$ cat config.mk
export PLATFORM = sky130hd
export DESIGN_NAME = bps_fifo
export DESIGN_NICKNAME = d
export VERILOG_FILES = /design/src/hdl/bps_fifo.sv
export SDC_FILE = /design/constraint.sdc
export NUM_CORES = 1
export LEC_CHECK = 0
export BUFFER_PORTS_ARGS = -buffer_cell sky130_fd_sc_hd__clkbuf_2
export CORE_UTILIZATION = 40
export CTS_CLUSTER_SIZE = 25
export DETAILED_ROUTE_END_ITERATION = 10
export PLACE_DENSITY_LB_ADDON = 0.3
export SYNTH_ARGS = -nofsm -noshare
export SYNTH_HDL_FRONTEND = slang
export SYNTH_SLANG_ARGS = --single-unit
$ cat constraint.sdc
create_clock -name clk -period 1.45 [get_ports clk]
set_input_delay 0.145 -clock clk [delete_from_list [all_inputs] [get_ports clk]]
set_output_delay 0.145 -clock clk [all_outputs]
set_load 0.005 [all_outputs]
$ cat src/hdl/bps_fifo.sv
module bps_fifo #(
	parameter int W = 8
) (
	input logic clk,
	input logic arst_n,
	input logic wr,
	input logic [W-1:0] wdata,
	output logic wfull,
	input logic rd,
	output logic [W-1:0] rdata,
	output logic rempty
);

	logic [W-1:0] mem_q [2];
	logic wp_q;
	logic rp_q;
	logic [1:0] cnt_q;

	assign wfull = cnt_q[1];
	assign rempty = (cnt_q == 2'd0);
	assign rdata = mem_q[rp_q];

	always_ff @(posedge clk) begin
		if (wr && !wfull) begin
			mem_q[wp_q] <= wdata;
		end
	end

	always_ff @(posedge clk or negedge arst_n) begin
		if (!arst_n) begin
			wp_q <= 1'b0;
			rp_q <= 1'b0;
			cnt_q <= 2'd0;
		end else begin
			if (wr && !wfull) begin
				wp_q <= !wp_q;
			end
			if (rd && !rempty) begin
				rp_q <= !rp_q;
			end
			cnt_q <= cnt_q + 2'(wr && !wfull) - 2'(rd && !rempty);
		end
	end

endmodule

== Word-level counts from Yosys, hierarchy flattened ==
Memories as Yosys holds them, arrays and structs flattened.
Index checks and enable logic that the tools add are counted.

* $add $sub $neg: 2
* Multiplexer cells: 2
* Reductions and logical operators: 7

{| class="wikitable"
|+ Operators by type and width
! operator !! count
|-
| $logic_not 1->1 || 4
|-
| $add 2x1->2 || 1
|-
| $logic_and 1x1->1 || 2
|-
| $logic_not 2->1 || 1
|-
| $mux 1 || 2
|-
| $sub 2x1->2 || 1
|}

* Bits in registers: 4
* Bits in writable memories: 16
* Input bits: 12
* Output and inout bits: 10
* Word-level logic and storage cells: 15
* Memories: 1

{| class="wikitable"
|+ Memory list
! name !! depth !! bits a word !! rd ports !! clocked after memory_dff !! wr ports !! RTL line !! source
|-
| mem_q || 2 || 8 || 1 || 0 || 1 || 14 || <nowiki>logic [W-1:0] mem_q [2];</nowiki>
|}

== Longest topological paths before layout ==
Gate-level depths: netlist of run 1.

* Depth in word-level cells: 4
* Gate-level depth with buffers: 6
* Gate-level depth less buffers: 6

== Least setup slack after synthesis of run 1 ==
OpenSTA, ideal clock, no wires.

* Path type: flip-flop to flip-flop
* Start: register cnt_q[1]
* End: register cnt_q[1]
* Data arrival time: 1.357 ns
* Data required time: 1.325 ns
* Slack: -0.033 ns
* Cell stages (with the launch flop): 7
* Path buffers: 0
* Cells stage by stage: dfrtp_1 o21a_2 ha_1 inv_1 ha_1 xnor2_1 xnor2_1

* Word-level cells in the longest chain between the ends: 4

{| class="wikitable"
|+ RTL lines
! element !! RTL line !! source
|-
| from (decl) || 17 || <nowiki>logic [1:0] cnt_q;</nowiki>
|-
| from (signal assigned) || 41 || <nowiki>cnt_q <= cnt_q + 2'(wr && !wfull) - 2'(rd && !rempty);</nowiki>
|-
| $logic_not 1->1 or $logic_not 2->1 (tied branches) || 41, 20 ||
|-
| $logic_and 1x1->1 or $logic_not 1->1 (tied branches) || 41 ||
|-
| $add 2x1->2 or $logic_and 1x1->1 (tied branches) || 41 ||
|-
| $sub 2x1->2 (*) || 41 ||
|}

Mark *: on every way between the ends. The rest lies on a longest branch, timed or not.
A chain may end at the register's enable or synchronous reset.

== Worst setup path in the final report of run 1 ==
Same ends and word-level chain as after synthesis.

==> results of run 1 <==
-- cells by family after synthesis --
| logic type | Yosys count |
|---|---|
| xor+xnor | 4 |
| fa+ha+maj | 2 |
| mux | 8 |
| compound gates | 1 |
| flops | 20 |
| simple gates | 4 |
| buf+inv | 3 |
-- metal layers --
metal  track usage  vias up
met5             0        -
met4        0.0686        0
met3        0.0346        2
met2         0.242       13
met1         0.145      220
li1              -      229
-- timing repair --
action,4_1_cts,5_1_grt
setup endpoints to repair,9,9
buffers inserted,1,5
hold buffers,1,0
hold endpoints to repair,4,0
pin swaps,4,2
gates resized for setup,1,3
-- sequential cells by signal, summed over array words and instances (netlist names) --
| register | count |
|---|---|
| cnt_q | 2 |
| mem_q | 16 |
| wp_q | 1 |
| rp_q | 1 |
-- worst min-delay path by stage --
stage / endpoint / startpoint / cells past startpoint
after detailed placement: cnt_q[0] / arst_n / 1
after global routing: mem_q[1][0] / wdata[0] / 1
after floorplan: cnt_q[0] / arst_n / 0
after CTS: mem_q[1][2] / wdata[2] / 1
final: mem_q[1][2] / wdata[2] / 1
after global placement: cnt_q[1] / arst_n / 1
-- report_power, final --
part           switching [mW]  internal, mW  total [mW]
registers              0.0583         0.782       0.840
clock network           0.165         0.107       0.272
logic                   0.359         0.576       0.935
-- cell type report --
cell class | instances | area, sq um | area share
flip-flops and latches | 20 | 582 | 0.528
inverters | 2 | 7.51 | 0.00681
multi-input cells | 19 | 246 | 0.224
repair buffers | 34 | 209 | 0.190
clock buffers | 4 | 26.3 | 0.0238
well taps | 25 | 31.3 | 0.0284
-- layout by cell type, fill, tap and decap left out, drive strengths merged --
cell type,count
buf,12
clkbuf,25
dfrtp,4
dlygate4sd3,1
edfxtp,16
ha,2
inv,2
mux2,8
nand2b,1
nor2,3
o21a,1
xnor2,3
xor2,1
-- Yosys cell counts --
cell / count / area, sq um
xnor2_1: 3 / 26.3
nor2_1: 3 / 11.3
mux2_4: 8 / 120
dfrtp_1: 4 / 100
nand2b_4: 1 / 13.8
o21a_2: 1 / 8.76
ha_1: 2 / 25.0
buf_6: 1 / 11.3
xor2_1: 1 / 8.76
inv_1: 2 / 7.51
edfxtp_1: 16 / 480
==> impl_metrics.toml, run 1 <==
[yosys]
yosysWarnings = 0
ys_seq_area_frac = 0.714
synth_seq_cells = 20
synth_simple_gate_area_frac = 0.0308
synth.area.mux_share = 0.148
synth_top_family_by_area = "multiplexers"
synth-xor-area-share = 0.0431
syn-num-nets = 56
synthAdderAreaFrac = 0.0308
synth_compound_area_frac = 0.0108
postSynthAreaPerCell_sq_um = 19.4
netlist_instances = 42
syn_area_sq_um = 813
yosysUniqueCellTypes = 11

[clock_tree]
clock_path_buffers = 2
htreeDepth = 1
cts-root-buf = "clkbuf_4"
clk_pin_slew_ns = 0.11
clkSinkCount = 20
cts_tree = "done"
clock_latency_ns = 0.30
cts_made_buffers = 3

[die]
dieArea_sq_um = 2220
die_w_um = 47.1
ios = 22
coreArea_sq_um = 1820
rows = 15
initial_core_util = 0.447
die_y_um = 47.1

[placed_design]
portBuffers = 21
dp_cells = 93
dpl_cell_area_sq_um = 1020
gp_congestion = 0.653
post-dp-hpwl_um = 879
post-place-ws_ns = -0.0108

[drt]
dr.pass1.iters = 2
vias_per_cell = 4.46
wire_per_inst_um = 12.1
top_layer_used = "met4"
first_iter_violations = 7
wl_met2_um = 677
drc = 0
routed_wl_um = 1260
met1Wirelength_um = 517
detail-route-antenna-nets = 0
dr_wl_met3_um = 47
num_vias = 464

[grt]
grt_pass1_wl_um = 1900
grtUsageTotal = 0.135
grt_max_degree = 12
overflow = 0
grt_pass1_vias = 426
antenna_found_initial = 0

[sta]
fmax_ghz = 0.686
finalHoldViolCount = 0
report.final.slew_viol_count = 0
tightest_slew_ns = 0.143
setup_tns_ns = -0.00856
whs_ns = 0.0268
final.setup_skew_ns = 0.00516
slew-limit-headroom = 0.904
setup_violations = 1
fin_crit_ns = 1.46
setup_slack_ns = -0.00856
finalCritPeriodShare = 1.01
grt_setup_unrepaired = "yes"

[critical_path]
cp.arrival_ns = 1.68
critPathCaptureType = "register"
critPathKind = "register to register"
critical_path_peak_fanout = 3
crit_path_end = "cnt_q[1]"
max_stage_delay_ns = 0.41
reg2reg_setup_slack_ns = -0.009
path_common_cell = "ha_4"
crit_path_cell_trace = "o21a_2 -> ha_4 -> inv_2 -> ha_4 -> xnor2_2 -> xnor2_1"
slowest_stage = "dfrtp_1"
path_delay_family = "adder cells"
path_buf_inv = 1
rr_endpoint = "cnt_q[1]"
cp_num_cells = 6
reg2regPathDepth = 6
crit_path_start_kind = "register"
startpoint = "cnt_q[1]"
r2r-start = "cnt_q[1]"
required_ns = 1.67

[final_layout]
final_area_sq_um = 1100
nets = 94
utilization = 0.605
fillerInstances = 152
fin_cells = 104
area_growth_pct = 35.5
drive_gt1_frac = 0.646
antenna_cells = 0

[run]
maxCapViolations = 0

[pwr]
total_power_mw = 2.05
power_per_cell_area_nw_per_um2 = 1860
vdd.ir_drop.worst_v = 0.00128
leakagePower_nw = 0.483

[worst_hold_path]
hp-class = "input port to register"

[outcome]
violations = "setup timing"
outcome = "finished, violations left"
No activity file was read; power rests on OpenSTA's default activity.
==> run 2: changes to the inputs <==
- PLACE_DENSITY_LB_ADDON: 0.3 -> 0.05
==> impl_metrics.toml, run 2 (synthesized netlist as in run 1, its figures left out) <==
[sta]
setup_tns_ns = -0.0143
setup_slack_ns = -0.0143
finalHoldViolCount = 0
slew-limit-headroom = 0.895
whs_ns = 0.0239
setup_violations = 1
report.final.slew_viol_count = 0
grt_setup_unrepaired = "yes"
final.setup_skew_ns = 0.0119
finalCritPeriodShare = 1.01
fin_crit_ns = 1.46
fmax_ghz = 0.683
tightest_slew_ns = 0.157

[clock_tree]
cts-root-buf = "clkbuf_4"
cts_made_buffers = 3
clkSinkCount = 20
clock_path_buffers = 2
htreeDepth = 1
clock_latency_ns = 0.30
clk_pin_slew_ns = 0.11
cts_tree = "done"

[critical_path]
critPathCaptureType = "register"
critPathKind = "register to register"
crit_path_start_kind = "register"
required_ns = 1.64
critical_path_peak_fanout = 3
cp.arrival_ns = 1.65

[die]
ios = 22
initial_core_util = 0.447
dieArea_sq_um = 2220
die_w_um = 47.1
die_y_um = 47.1
rows = 15
coreArea_sq_um = 1820

[final_layout]
antenna_cells = 0
layout_commonest_cell = "clkbuf_2"
fillerInstances = 145
drive_gt1_frac = 0.615
utilization = 0.606
final_area_sq_um = 1100
layout_common_cells = "clkbuf_2, edfxtp_1, mux2_4, buf_4"
area_growth_pct = 35.7
largest_register = "mem_q"
nets = 93
fin_cells = 103
top_regs = "mem_q: 16 flops, cnt_q: 2 flops"
largest_reg_flops = 16

[pwr]
combinationalPowerShare = 0.445
vdd.ir_drop.worst_v = 0.00101
p_int_mw = 1.44
switchingPower_mw = 0.564
power_per_cell_area_nw_per_um2 = 1820
leakagePower_nw = 0.478
seqPwrFrac = 0.421
p_clk_frac = 0.134
swShare = 0.282
total_power_mw = 2.00

[worst_hold_path]
hp-class = "input port to register"

[run]
maxCapViolations = 0

[drt]
drc = 0
routed_wl_um = 1150
dr.pass1.iters = 3
num_vias = 455
vias_per_cell = 4.42
first_iter_violations = 7
detail-route-antenna-nets = 0
wire_per_inst_um = 11.2

[placed_design]
gp_congestion = 0.632
post-dp-hpwl_um = 819
dpl_cell_area_sq_um = 1020
post-place-ws_ns = -0.000158
portBuffers = 21
dp_cells = 93

[grt]
grtUsageTotal = 0.124
grt_pass1_wl_um = 1680
antenna_found_initial = 0
grt_pass1_vias = 404
overflow = 0
grt_max_degree = 12

[outcome]
outcome = "finished, violations left"
violations = "setup timing"
[run 2: final cells by class]
cell class | instances | area (sq um) | area share
repair buffers | 33 | 210 | 0.190
well taps | 25 | 31.3 | 0.0283
clock buffers | 4 | 26.3 | 0.0238
flip-flops and latches | 20 | 582 | 0.527
multi-input cells | 19 | 246 | 0.223
inverters | 2 | 7.51 | 0.00680
[run 2: critical path, stage by stage (launching register included)]
cell and delay, ns:
dfrtp_1 0.42, o21a_2 0.26, ha_4 0.26, inv_2 0.03, ha_4 0.15, xnor2_2 0.13, xnor2_1 0.12
[run 2: power by group through the flow]
stage	combinational [mW]	clock, mW	sequential, mW
6_report	0.891	0.269	0.843
5_1_grt	0.987	0.306	0.857
2_1_floorplan	0.546	0	0.857
3_3_place_gp	0.750	0	0.906
4_1_cts	0.761	0.278	0.900
3_5_place_dp	0.761	0	0.909
[run 2: layer usage]
| layer | vias to the layer above | part of all wire | track usage |
|---|---|---|---|
| met5 | - | 0 | 0 |
| met4 | 0 | 0.016 | 0.0857 |
| met3 | 2 | 0.039 | 0.0577 |
| met2 | 13 | 0.55 | 0.206 |
| met1 | 216 | 0.39 | 0.122 |
| li1 | 224 | - | - |
[run 2: timing repair]
| item | 4_1_cts | 5_1_grt |
|---|---|---|
| setup endpoints to repair | 9 | 9 |
| hold buffers | 1 | 2 |
| gates resized for setup | 1 | 4 |
| hold endpoints to repair | 4 | 4 |
| pin swaps | 0 | 4 |
| buffers inserted | 0 | 3 |
[run 2: path summary, 6_finish.rpt]
| kind | start | end | slack, ns | cells past startpoint |
|---|---|---|---|---|
| max reg2reg | cnt_q[1] | cnt_q[1] | -0.01 | 6 |
| min reg2reg | wp_q | wp_q | 0.50 | 1 |
| min | wdata[1] | mem_q[1][1] | 0.02 | 1 |
| min in group asynchronous | arst_n | cnt_q[1] | 0.19 | 2 |
| max | cnt_q[1] | cnt_q[1] | -0.01 | 6 |
| max in group asynchronous | arst_n | rp_q | 1.13 | 2 |
==> run 3: changes to the inputs <==
- CELL_PAD_IN_SITES_DETAIL_PLACEMENT: not set -> 0
- CELL_PAD_IN_SITES_GLOBAL_PLACEMENT: not set -> 1
- CORE_UTILIZATION: 40 -> 37
- SKIP_CTS_REPAIR_TIMING: not set -> 1
==> impl_metrics.toml, run 3 (synthesized netlist as in run 1, its figures left out) <==
[outcome]
outcome = "finished, violations left"
violations = "setup timing"

[drt]
num_vias = 428
drc = 0
detail-route-antenna-nets = 0
dr.pass1.iters = 2
wire_per_inst_um = 10.7
routed_wl_um = 1110
first_iter_violations = 3
vias_per_cell = 4.12

[die]
dieArea_sq_um = 2390
die_y_um = 48.9
ios = 22
initial_core_util = 0.402
die_w_um = 48.9
coreArea_sq_um = 2020
rows = 16

[critical_path]
critical_path_peak_fanout = 4
critPathCaptureType = "register"
cp.arrival_ns = 1.64
crit_path_start_kind = "register"
reg2reg_setup_slack_ns = -0.006
critPathKind = "register to register"
required_ns = 1.63

[sta]
report.final.slew_viol_count = 0
finalCritPeriodShare = 1.00
setup_tns_ns = -0.00624
fmax_ghz = 0.687
setup_violations = 1
setup_slack_ns = -0.00624
finalHoldViolCount = 0
slew-limit-headroom = 0.901
grt_setup_unrepaired = "yes"
final.setup_skew_ns = 0.00342
tightest_slew_ns = 0.148
fin_crit_ns = 1.46

[grt]
grt_max_degree = 12
antenna_found_initial = 0
grt_pass1_vias = 435
overflow = 0
grt_pass1_wl_um = 1790
grtUsageTotal = 0.102

[final_layout]
layout_common_cells = "clkbuf_2, edfxtp_1, mux2_4, buf_4"
largest_register = "mem_q"
final_area_sq_um = 1090
layout_commonest_cell = "clkbuf_2"
nets = 92
area_growth_pct = 33.7
top_regs = "mem_q: 16 flops, cnt_q: 2 flops"
antenna_cells = 0
fin_cells = 104
utilization = 0.538
largest_reg_flops = 16
drive_gt1_frac = 0.636

[worst_hold_path]
hp-class = "input port to register"

[pwr]
vdd.ir_drop.worst_v = 0.000970
power_per_cell_area_nw_per_um2 = 1810
leakagePower_nw = 0.473

[placed_design]
portBuffers = 21
dpl_cell_area_sq_um = 1030
dp_cells = 96
gp_congestion = 0.620

[clock_tree]
clock_latency_ns = 0.28
cts-root-buf = "clkbuf_4"
cts_tree = "done"
clkSinkCount = 20
cts_made_buffers = 3
clk_pin_slew_ns = 0.10
htreeDepth = 1
clock_path_buffers = 2

[run]
maxCapViolations = 0
## run 3: changes by cell type in the layout (fill, tap and decap cells not counted)
cell | previous run | this run
dlygate4sd3_1 | 3 | 1
buf_2 | 0 | 1
buf_4 | 7 | 8
buf_6 | 2 | 1
## run 3: power breakdown
part | switching [mW] | internal, mW
combinational | 0.341 | 0.535
clock | 0.147 | 0.107
sequential | 0.0604 | 0.782
## run 3: cell type report
type	instances	area, sq um
fillers	180	935
flip-flops and latches	20	582
multi-input cells	19	246
repair buffers	32	191
well taps	27	33.8
clock buffers	4	26.3
inverters	2	7.51
## run 3: through the flow
| step | setup slack, ns | hold WS, ns | power (mW) |
|---|---|---|---|
| final | -0.00624 | 0.0405 | 1.97 |
| after global routing | -0.0541 | 0.0183 | 2.12 |
| after CTS | -0.166 | -0.358 | 1.94 |
| after detailed placement | 0.00843 | -0.0376 | 1.69 |
| after global placement | 0.0365 | -0.0376 | 1.67 |
| after floorplan | 0.00377 | -0.151 | 1.40 |
## run 3: routing by layer
layer / global-route usage / wire length [um] / up-vias
met4: 0.0588 / 4 / 0
met3: 0.0187 / 41 / 2
li1: - / - / 219
met2: 0.185 / 596 / 12
met1: 0.111 / 467 / 195
met5: 0 / 0 / -
## run 3: worst max-delay path, stage by stage, from the launching register on
cell	delay [ns]
dfrtp_1	0.42
o21a_2	0.25
ha_4	0.26
inv_2	0.03
ha_4	0.15
xnor2_2	0.12
xnor2_1	0.12
## run 3: worst paths after layout
kind / from / cells after the start / to
max: cnt_q[1] / 6 / cnt_q[1]
min: wdata[2] / 1 / mem_q[0][2]
max reg2reg: cnt_q[1] / 6 / cnt_q[1]
min reg2reg: wp_q / 1 / wp_q
max in group asynchronous: arst_n / 2 / rp_q
min in group asynchronous: arst_n / 2 / cnt_q[0]
